## src/crps_pkg.sv

```systemverilog
package crps_pkg;

	localparam int FRAC_BITS_DEF = 16;
	localparam int POS_W = 32;
	localparam int QUAT_W = 16;
	localparam int SPP_W = 5;
	localparam logic [SPP_W-1:0] SPP_RESET = 5'd10;
	localparam int STEP_W = 5;
	localparam int CORDIC_STEPS = 31;
	localparam int MUL_STEPS = 6;
	localparam int HW = 38;      // Horner accumulator width
	localparam int VEC_W = 44;   // CORDIC x/y width
	localparam int ANG_W = 36;   // CORDIC angle width, 2^32 per turn
	localparam int NORM_BIT = 40;
	localparam logic signed [VEC_W-1:0] INV_GAIN_Q30 = 44'sd652032874;
	localparam logic signed [ANG_W-1:0] QUARTER_TURN = 36'sd1073741824;
	localparam logic signed [QUAT_W-1:0] Q14_ONE = 16'sd16384;

	typedef enum logic [4:0] {
		OP_NONE,
		OP_LOAD_IN,
		OP_LOAD_SEGA,
		OP_LOAD_SEGB,
		OP_DIV_INIT,
		OP_DIV_STEP,
		OP_MUL,
		OP_DIFF,
		OP_NORM,
		OP_PREROT,
		OP_VEC,
		OP_HALF,
		OP_ROT,
		OP_EMIT,
		OP_ECHO,
		OP_SHIFT_WIN
	} op_t;

	typedef struct packed {
		op_t              op;
		logic [STEP_W-1:0] idx;
		logic [SPP_W-1:0]  s;
		logic [SPP_W-1:0]  spp;
		logic              sel;
		logic              last;
	} cmd_t;

	typedef struct packed {
		logic out_free;
		logic end_q;
		logic zero;
		logic norm_done;
	} stat_t;

	// atan(2^-i) in units of 2^32 per turn
	function automatic logic [29:0] atan_lookup(input logic [STEP_W-1:0] i);
		logic [29:0] r;
		unique case (i)
			5'd0: r = 30'd536870912;
			5'd1: r = 30'd316933406;
			5'd2: r = 30'd167458907;
			5'd3: r = 30'd85004756;
			5'd4: r = 30'd42667331;
			5'd5: r = 30'd21354465;
			5'd6: r = 30'd10679838;
			5'd7: r = 30'd5340245;
			5'd8: r = 30'd2670163;
			5'd9: r = 30'd1335087;
			5'd10: r = 30'd667544;
			5'd11: r = 30'd333772;
			5'd12: r = 30'd166886;
			5'd13: r = 30'd83443;
			5'd14: r = 30'd41722;
			5'd15: r = 30'd20861;
			5'd16: r = 30'd10430;
			5'd17: r = 30'd5215;
			5'd18: r = 30'd2608;
			5'd19: r = 30'd1304;
			5'd20: r = 30'd652;
			5'd21: r = 30'd326;
			5'd22: r = 30'd163;
			5'd23: r = 30'd81;
			5'd24: r = 30'd41;
			5'd25: r = 30'd20;
			5'd26: r = 30'd10;
			5'd27: r = 30'd5;
			5'd28: r = 30'd3;
			5'd29: r = 30'd1;
			5'd30: r = 30'd1;
			default: r = 30'd0;
		endcase
		return r;
	endfunction

endpackage

```

## src/crps_ctrl.sv

```systemverilog
module crps_ctrl import crps_pkg::*; #(
	parameter int FRAC_BITS = FRAC_BITS_DEF
) (
	input  logic             clk,
	input  logic             arst_n,
	input  logic             in_valid,
	output logic             in_ready,
	input  logic             cfg_valid,
	output logic             cfg_ready,
	input  logic [SPP_W-1:0] cfg_data,
	input  stat_t            st,
	output cmd_t             cmd
);

	localparam int DIV_STEPS = FRAC_BITS + SPP_W;

	typedef enum logic [3:0] {
		ST_IDLE, ST_DECIDE, ST_SEGB, ST_DIVI, ST_DIV, ST_MUL, ST_DIFF, ST_NORM,
		ST_PRE, ST_VEC, ST_HALF, ST_ROT, ST_EMIT, ST_FINISH
	} state_t;

	state_t            state_q;
	logic [STEP_W-1:0] cnt_q;
	logic [SPP_W-1:0]  s_q, spp_q;
	logic [1:0]        seen_q;
	logic              segb_q;
	logic              s_last;

	assign s_last = (s_q == spp_q - SPP_W'(1));
	assign in_ready = (state_q == ST_IDLE);
	assign cfg_ready = 1'b1;

	always_comb begin
		cmd = '0;
		cmd.op = OP_NONE;
		cmd.idx = cnt_q;
		cmd.s = s_q;
		cmd.spp = spp_q;
		cmd.last = s_last && !st.end_q;
		unique case (state_q)
			ST_IDLE:   if (in_valid) cmd.op = OP_LOAD_IN;
			ST_DECIDE: begin
				cmd.sel = (seen_q == 2'd3);
				if (seen_q >= 2'd2 && spp_q != '0) cmd.op = OP_LOAD_SEGA;
			end
			ST_SEGB: begin
				cmd.sel = (seen_q >= 2'd2);
				if (st.end_q && seen_q != 2'd0 && spp_q != '0) cmd.op = OP_LOAD_SEGB;
			end
			ST_DIVI:   cmd.op = OP_DIV_INIT;
			ST_DIV:    cmd.op = OP_DIV_STEP;
			ST_MUL:    cmd.op = OP_MUL;
			ST_DIFF:   cmd.op = OP_DIFF;
			ST_NORM:   if (!st.zero && !st.norm_done) cmd.op = OP_NORM;
			ST_PRE:    cmd.op = OP_PREROT;
			ST_VEC:    cmd.op = OP_VEC;
			ST_HALF:   cmd.op = OP_HALF;
			ST_ROT:    cmd.op = OP_ROT;
			ST_EMIT:   if (st.out_free) cmd.op = OP_EMIT;
			ST_FINISH: begin
				if (!st.end_q) cmd.op = OP_SHIFT_WIN;
				else if (st.out_free) cmd.op = OP_ECHO;
			end
			default:   cmd.op = OP_NONE;
		endcase
	end

	always_ff @(posedge clk or negedge arst_n) begin
		if (!arst_n) begin
			state_q <= ST_IDLE;
			cnt_q <= '0;
			s_q <= '0;
			spp_q <= SPP_RESET;
			seen_q <= '0;
			segb_q <= 1'b0;
		end else begin
			if (cfg_valid && cfg_ready) spp_q <= cfg_data;
			unique case (state_q)
				ST_IDLE: if (in_valid) state_q <= ST_DECIDE;
				ST_DECIDE: begin
					s_q <= '0;
					segb_q <= 1'b0;
					if (cmd.op == OP_LOAD_SEGA) state_q <= ST_DIVI;
					else state_q <= ST_SEGB;
				end
				ST_SEGB: begin
					s_q <= '0;
					segb_q <= 1'b1;
					if (cmd.op == OP_LOAD_SEGB) state_q <= ST_DIVI;
					else state_q <= ST_FINISH;
				end
				ST_DIVI: begin
					cnt_q <= '0;
					state_q <= ST_DIV;
				end
				ST_DIV: begin
					if (cnt_q == STEP_W'(DIV_STEPS - 1)) begin
						cnt_q <= '0;
						state_q <= ST_MUL;
					end else begin
						cnt_q <= cnt_q + STEP_W'(1);
					end
				end
				ST_MUL: begin
					if (cnt_q == STEP_W'(MUL_STEPS - 1)) begin
						cnt_q <= '0;
						state_q <= ST_DIFF;
					end else begin
						cnt_q <= cnt_q + STEP_W'(1);
					end
				end
				ST_DIFF: state_q <= ST_NORM;
				ST_NORM: begin
					if (st.zero) state_q <= ST_EMIT;
					else if (st.norm_done) state_q <= ST_PRE;
				end
				ST_PRE: begin
					cnt_q <= '0;
					state_q <= ST_VEC;
				end
				ST_VEC: begin
					if (cnt_q == STEP_W'(CORDIC_STEPS - 1)) begin
						cnt_q <= '0;
						state_q <= ST_HALF;
					end else begin
						cnt_q <= cnt_q + STEP_W'(1);
					end
				end
				ST_HALF: state_q <= ST_ROT;
				ST_ROT: begin
					if (cnt_q == STEP_W'(CORDIC_STEPS - 1)) begin
						cnt_q <= '0;
						state_q <= ST_EMIT;
					end else begin
						cnt_q <= cnt_q + STEP_W'(1);
					end
				end
				ST_EMIT: begin
					if (st.out_free) begin
						if (s_last) begin
							state_q <= segb_q ? ST_FINISH : ST_SEGB;
						end else begin
							s_q <= s_q + SPP_W'(1);
							state_q <= ST_DIVI;
						end
					end
				end
				ST_FINISH: begin
					if (!st.end_q) begin
						if (seen_q != 2'd3) seen_q <= seen_q + 2'd1;
						state_q <= ST_IDLE;
					end else if (st.out_free) begin
						seen_q <= '0;
						state_q <= ST_IDLE;
					end
				end
				default: state_q <= ST_IDLE;
			endcase
		end
	end

	a_emit_slot_free: assert property (@(posedge clk) disable iff (!arst_n)
		(cmd.op == OP_EMIT || cmd.op == OP_ECHO) |-> st.out_free)
		else $error("result written over an untaken one");

	a_sample_in_range: assert property (@(posedge clk) disable iff (!arst_n)
		(state_q == ST_EMIT) |-> (s_q < spp_q))
		else $error("sample index beyond segment length");

	a_echo_clears: assert property (@(posedge clk) disable iff (!arst_n)
		(cmd.op == OP_ECHO) |=> (seen_q == 2'd0 && state_q == ST_IDLE))
		else $error("path end did not clear the window count");

endmodule

```

## config.mk

```make
export PLATFORM = sky130hd
export DESIGN_NAME = crps_ctrl
export DESIGN_NICKNAME = d
export VERILOG_FILES = /design/src/crps_pkg.sv /design/src/crps_ctrl.sv
export SDC_FILE = /design/constraint.sdc
export NUM_CORES = 1
export LEC_CHECK = 0
export ABC_CLOCK_PERIOD_IN_PS = 2100
export BUFFER_PORTS_ARGS = -buffer_cell sky130_fd_sc_hd__buf_2
export CORE_AREA = 4 4 68 70
export CTS_BUF_LIST = sky130_fd_sc_hd__clkbuf_8
export DETAILED_ROUTE_END_ITERATION = 7
export DIE_AREA = 0 0 72 74
export GPL_TIMING_DRIVEN = 0
export HOLD_SLACK_MARGIN = 0.06
export MAX_ROUTING_LAYER = met4
export PLACE_DENSITY = 0.74
export SLEW_MARGIN = 15
export SYNTH_ARGS = -nofsm -noshare
export SYNTH_HDL_FRONTEND = slang
export SYNTH_SLANG_ARGS = --single-unit
```

## constraint.sdc

```tcl
create_clock -name clk -period 2.1 [get_ports clk]
set_input_delay 0.105 -clock clk [delete_from_list [all_inputs] [get_ports clk]]
set_output_delay 0.105 -clock clk [all_outputs]
set_load 0.02 [all_outputs]
```

After elaboration in Yosys (flattened, before gate mapping)
Cells that the tools add are included.
Cells by class
  add/subtract/negate cells: 4
  magnitude comparators: 1
  eq/ne operators: 31
  muxes and demuxes: 35
  reduce and logical (&&, ||, !) cells: 21
Operator list (count)
  5-bit case mux with 14 select lines: 1
  4-bit 2-to-1 mux: 17
  4-bit case mux with 14 select lines: 1
  5-bit 2-to-1 mux: 5
  4-bit == test (second input constant): 6
  5-bit case mux with 4 select lines: 1
  4-bit by 3-bit == test with 1-bit output (second input constant): 4
  2-bit != test (second input constant): 8
  5-bit by 1-bit adder with 5-bit output (second input constant): 2
  5-bit by 2-bit == test with 1-bit output (second input constant): 2
  5-bit == test (second input constant): 2
  2-bit 2-to-1 mux: 5
  5-bit case mux with 2 select lines: 1
  4-bit by 2-bit == test with 1-bit output (second input constant): 2
  8-bit AND reduction: 1
  2-bit nonzero test: 4
  3-bit != test (second input constant): 2
  3-bit AND reduction: 2
  2-bit OR reduction: 3
  5-bit by 3-bit == test with 1-bit output (second input constant): 1
  5-bit == test: 1
  1-bit logical AND: 5
  5-bit nonzero test: 1
  5-bit by 1-bit subtractor with 5-bit output (second input constant): 1
  10 further kinds: 14
Storage, ports and cells
  register bits after elaboration: 22
  bits of input ports: 13
  output and inout port bits: 24
  logic and storage cells: 98

Depth between registers and ports, before layout
  depth in word-level cells: 8
  gate-level depth with buffers: 7
  gate-level depth less buffers: 7

Worst setup path before layout
No wires, ideal clock.
  kind: flip-flop to flip-flop
  start point: register spp_q[1]
  end point: register state_q[0]
  library setup time: 0.137 ns
  data arrival time: 1.824 ns
  data required time: 1.963 ns
  setup slack: 0.138 ns
  cell stages (with the launch flop): 8
  buffers on the path: 0
  clock period less this slack: 1.962 ns
  cell sequence: dfstp_2 inv_1 ha_1 xnor2_1 a211oi_2 o311ai_4 o311ai_1 mux2i_1
On the way
  word-level cells in the longest chain between the ends: 7
  elaborated cells on any way between the ends: 13
  those cells by class: 1 x add/sub; 2 x eq/ne; 7 x mux; 3 x reduce/logical
Ends and longest elaborated chain
  from (decl): line crps_ctrl.sv:24  | logic [SPP_W-1:0] s_q, spp_q;
  from (signal assigned): line crps_ctrl.sv:77  | if (cfg_valid && cfg_ready) spp_q <= cfg_data;
  5-bit nonzero test: line crps_ctrl.sv:44, crps_ctrl.sv:48
  1-bit logical AND, on equally long branches: line crps_ctrl.sv:48, crps_ctrl.sv:44
  2-bit 2-to-1 mux, on equally long branches: line crps_ctrl.sv:48, crps_ctrl.sv:44
  5-bit case mux with 14 select lines: line crps_ctrl.sv:40  | unique case (state_q)
  5-bit by 2-bit == test with 1-bit output: line crps_ctrl.sv:83  | if (cmd.op == OP_LOAD_SEGA) state_q <= ST_DIVI;
  1-bit 2-to-1 mux: line crps_ctrl.sv:83
  4-bit case mux with 14 select lines *: line crps_ctrl.sv:78  | unique case (state_q)
  to (signal assigned): line crps_ctrl.sv:141  | state_q <= segb_q ? ST_FINISH : ST_SEGB;
  to (decl): line crps_ctrl.sv:22  | state_t state_q;
Every way passes the cells marked *; elsewhere a longest branch is shown, timed or not. The select of a mux whose other input is x is not followed.
A chain may end at the register's enable or synchronous reset.

Worst setup path after layout
Ends and elaborated chain as after synthesis.

==> impl_metrics.xml <==
<?xml version="1.0" encoding="UTF-8"?>
<metrics>
  <group name="die">
    <metric name="placementRows" unit="">23</metric>
    <metric name="die_h" unit="microns">74</metric>
    <metric name="start_util" unit="%">44.6</metric>
    <metric name="die_area" unit="sq um">5330</metric>
    <metric name="i_o_pin_cnt" unit="">37</metric>
    <metric name="die_width" unit="microns">72</metric>
    <metric name="core" unit="sq um">3970</metric>
  </group>
  <group name="sta">
    <metric name="finalMaxSlewViolations" unit="">0</metric>
    <metric name="timing.final.crit_period" unit="ps">2070</metric>
    <metric name="hold_viol_final" unit="">0</metric>
    <metric name="post-route-period-util" unit="%">98.7</metric>
    <metric name="whs" unit="ps">68.5</metric>
    <metric name="relSlewSlack" unit="%">55.2</metric>
    <metric name="tightestPinTransition" unit="ps">665</metric>
    <metric name="skew" unit="ps">6.18</metric>
    <metric name="finalSetupViolations" unit="">0</metric>
    <metric name="rsz_0062_raised_after_global_routing" unit="">true</metric>
    <metric name="timing_limited_maximum_frequency" unit="MHz">482</metric>
  </group>
  <group name="clock_tree">
    <metric name="clock_latency_at_the_later_pin_of_the_worst_skew_pair" unit="ps">270</metric>
    <metric name="clkTransAtPathRegs" unit="ps">80</metric>
    <metric name="cts-buffers-inserted" unit="">3</metric>
    <metric name="htree_levels" unit="">1</metric>
    <metric name="worst_case_clock_buffer_depth" unit="">2</metric>
    <metric name="tritoncts" unit="">built</metric>
    <metric name="clkSinkCount" unit="">22</metric>
    <metric name="clk_root_buffer_cell" unit="">sky130_fd_sc_hd__clkbuf_8</metric>
  </group>
  <group name="yosys">
    <metric name="yosys.area.top_type_share" unit="%">28.2</metric>
    <metric name="netlist_top_cells_count" unit="">sky130_fd_sc_hd__dfrtp_1, sky130_fd_sc_hd__nand2_1, sky130_fd_sc_hd__nor2_1</metric>
    <metric name="ys_dominant_reg_cell" unit="">sky130_fd_sc_hd__dfrtp_1</metric>
    <metric name="syn_avg_cell_area" unit="sq um">8.86</metric>
    <metric name="postSynthCellCount" unit="">200</metric>
    <metric name="ys_types" unit="">52</metric>
    <metric name="synth_sequential_area_ratio" unit="%">31.2</metric>
    <metric name="synthesis.area" unit="sq um">1770</metric>
    <metric name="count_of_flip_flops_with_a_built_in_enable_after_synthesis" unit="">0</metric>
    <metric name="yosys_warnings" unit="">0</metric>
    <metric name="synth.largest_area_cell" unit="">sky130_fd_sc_hd__dfrtp_1</metric>
    <metric name="synth.ff_latch_count" unit="">22</metric>
    <metric name="syn-num-nets" unit="">222</metric>
    <metric name="synth.top_cells.by_area" unit="">sky130_fd_sc_hd__dfrtp_1, sky130_fd_sc_hd__ha_1, sky130_fd_sc_hd__mux2i_1</metric>
    <metric name="postSynth.asyncResetShare" unit="%">100</metric>
  </group>
  <group name="cells_and_area">
    <metric name="area_growth_syn_to_fin" unit="%">25.1</metric>
    <metric name="final_nets" unit="">270</metric>
    <metric name="drive_above_1_share" unit="%">30.8</metric>
    <metric name="final_cell_count_no_fill" unit="">297</metric>
    <metric name="antenna_cells" unit="">0</metric>
  </group>
  <group name="global_route">
    <metric name="grt_pass1_wl" unit="mm">7.11</metric>
    <metric name="grt_max_degree" unit="">23</metric>
    <metric name="grt_util_all_layers" unit="%">17.4</metric>
    <metric name="grt_antenna_before_repair" unit="">0</metric>
    <metric name="grt.overflow.total" unit="">0</metric>
    <metric name="grt_pass1_vias" unit="">1564</metric>
  </group>
  <group name="critical_path">
    <metric name="worst_endpoint_data_arrival_time" unit="ps">2210</metric>
    <metric name="critical_path_cell_with_the_highest_stage_delay" unit="">sky130_fd_sc_hd__dfstp_2</metric>
    <metric name="critPathMaxStageDelay" unit="ps">560</metric>
    <metric name="timing.critical_path.to_type" unit="">flop</metric>
    <metric name="worstRegToRegCells" unit="">8</metric>
    <metric name="cp_data_required_time" unit="ps">2240</metric>
    <metric name="critical_path.cell_chain" unit="">inv_2 &gt; ha_4 &gt; xnor2_1 &gt; a211oi_2 &gt; o311ai_4 &gt; buf_4 &gt; o311ai_2 &gt; mux2i_1</metric>
    <metric name="timing_worst_setup_path_type" unit="">flop to flop</metric>
    <metric name="timing.critical_path.from_type" unit="">flop</metric>
    <metric name="r2r-start" unit="">spp_q[1]</metric>
    <metric name="critical_path.max_fanout" unit="">5</metric>
    <metric name="ff2ff_setup_slack" unit="ps">30</metric>
    <metric name="r2r_end" unit="">state_q[0]</metric>
  </group>
  <group name="power">
    <metric name="leakage_dissipation" unit="nW">1.02</metric>
    <metric name="vdd.ir_drop.worst" unit="mV">0.335</metric>
    <metric name="power_per_cell_area" unit="nW/um^2">454</metric>
  </group>
  <group name="route">
    <metric name="route.final.wire_length" unit="mm">4.25</metric>
    <metric name="detailedRoute.firstIterationViolations" unit="">72</metric>
    <metric name="drt_drc" unit="">0</metric>
    <metric name="detail_route.wl_per_cell" unit="microns">14.3</metric>
    <metric name="drt-vias-per-instance" unit="">5.38</metric>
    <metric name="drt-pass1-iter-count" unit="">4</metric>
    <metric name="ant_nets" unit="">0</metric>
    <metric name="vias" unit="">1597</metric>
  </group>
  <group name="outcome">
    <metric name="run_status" unit="">complete, no violations</metric>
  </group>
  <group name="min_path">
    <metric name="hold_path.class" unit="">input port to flop</metric>
    <metric name="end_point_of_the_most_critical_hold_path" unit="">spp_q[3]</metric>
    <metric name="worstHoldStart" unit="">cfg_data[3]</metric>
    <metric name="min_delay_path_depth" unit="">2</metric>
  </group>
  <group name="placement">
    <metric name="port_buffers" unit="">32</metric>
    <metric name="globalplace.congestion" unit="">0.860</metric>
    <metric name="final_hpwl_dp" unit="mm">3.03</metric>
    <metric name="placedCellCount" unit="">282</metric>
  </group>
  <group name="job">
    <metric name="cap_viol_max_count" unit="">0</metric>
  </group>
</metrics>
[metal layers]
| layer | GRT usage [%] | vias to the layer above | share of wire (%) |
|---|---|---|---|
| met4 | 5.22 | 0 | 1.1 |
| met5 | - | - | 0 |
| met2 | 28.9 | 44 | 49 |
| li1 | - | 797 | - |
| met3 | 2.16 | 5 | 5.2 |
| met1 | 22.2 | 751 | 44 |
[per-stage QoR]
step / power (mW) / worst slack [ps] / instance area [sq um] / TNS [ps] / util, %
2_1_floorplan: 0.536 / 138 / 1770 / 0 / -
3_3_place_gp: 0.575 / 110 / 1990 / 0 / 50.2
3_5_place_dp: 0.579 / 72.9 / 1990 / 0 / 50.2
4_1_cts: 1.00 / -4.07 / 2140 / -4.07 / 53.9
5_1_grt: 1.05 / -108 / 2220 / -244 / 55.8
6_report: 1.01 / 27.2 / 2220 / 0 / 55.8
[repair_timing]
item / in CTS / in global routing
hold endpoints to repair: 22 / 0
hold buffers: 3 / 0
pin swaps: 3 / 3
endpoints found under the setup margin: 3 / 8
buffers inserted: 4 / 5
gates resized for setup: 3 / 9
[state kept, by name (all words and copies together) (netlist names)]
name / count
cnt_q: 5
s_q: 5
seen_q: 2
segb_q: 1
spp_q: 5
state_q: 4
[logic make-up (layout without fill, tap and decap cells)]
kind of cell	after synthesis	count (layout)	synth area share (%)
flops	22	22	31.2
buf+inv	25	72	7.13
xor+xnor	10	10	4.94
simple gates	79	79	26.2
fa+ha+maj	9	9	6.36
compound gates	41	41	16.7
mux	12	12	7.06
other cells	2	2	0.424
[where the power goes]
group | total (mW) | internal, mW | leakage [nW] | switching, mW
clock network | 0.405 | 0.255 | 0.0357 | 0.150
logic | 0.150 | 0.0707 | 0.751 | 0.0794
registers | 0.452 | 0.436 | 0.233 | 0.0164
total | 1.01 | 0.761 | 1.02 | 0.246
[final cells by class]
type | count | area (sq um)
clock buffers | 3 | 41.3
flip-flops and latches | 22 | 553
clock inverters | 1 | 30.0
plain buffers | 12 | 77.6
well taps | 50 | 62.6
repair buffers | 44 | 260
multi-input cells | 153 | 1150
inverters | 12 | 45.0
fillers | 347 | 1750
[critical path, delay by kind of cell (launching register included)]
family / cells / cell delay, ps
AO/OA/AOI/OAI: 3 / 710
flip-flops: 1 / 560
buffers and inverters: 2 / 220
adder cells (fa/ha/maj): 1 / 200
multiplexers: 1 / 130
XOR/XNOR: 1 / 120
[cells in the final DEF, fill, tap and decap left out, types with 3 or more instances in the layout]
master / synthesis / routed
sky130_fd_sc_hd__a21oi_1: 9 / 9
sky130_fd_sc_hd__and2_1: 3 / 3
sky130_fd_sc_hd__buf_2: 2 / 33
sky130_fd_sc_hd__buf_4: 4 / 14
sky130_fd_sc_hd__clkbuf_1: 5 / 4
sky130_fd_sc_hd__clkbuf_8: 0 / 3
sky130_fd_sc_hd__dfrtp_1: 20 / 20
sky130_fd_sc_hd__dlygate4sd3_1: 0 / 3
sky130_fd_sc_hd__ha_1: 9 / 8
sky130_fd_sc_hd__inv_1: 12 / 10
sky130_fd_sc_hd__mux2_2: 4 / 4
sky130_fd_sc_hd__mux2i_1: 8 / 8
sky130_fd_sc_hd__nand2_1: 20 / 20
sky130_fd_sc_hd__nand2b_1: 4 / 4
sky130_fd_sc_hd__nand3_1: 4 / 3
sky130_fd_sc_hd__nand3b_1: 3 / 3
sky130_fd_sc_hd__nand4_1: 5 / 5
sky130_fd_sc_hd__nor2_1: 15 / 14
sky130_fd_sc_hd__nor2b_1: 4 / 4
sky130_fd_sc_hd__nor3_1: 5 / 4
sky130_fd_sc_hd__o21ai_0: 13 / 13
sky130_fd_sc_hd__xnor2_1: 4 / 4
sky130_fd_sc_hd__xor2_1: 6 / 6
[worst max path at each step]
stage | from | to | slack [ps] | cells past startpoint
2_1_floorplan | spp_q[1] | state_q[0] | 140 | 7
3_3_place_gp | spp_q[1] | state_q[0] | 110 | 7
3_5_place_dp | spp_q[1] | state_q[0] | 70 | 7
4_1_cts | spp_q[1] | cmd[18] | -4 | 7
5_1_grt | state_q[2] | cmd[18] | -110 | 7
6_report | spp_q[1] | state_q[0] | 30 | 8
Note: power is estimated with default switching activity, not from simulation.
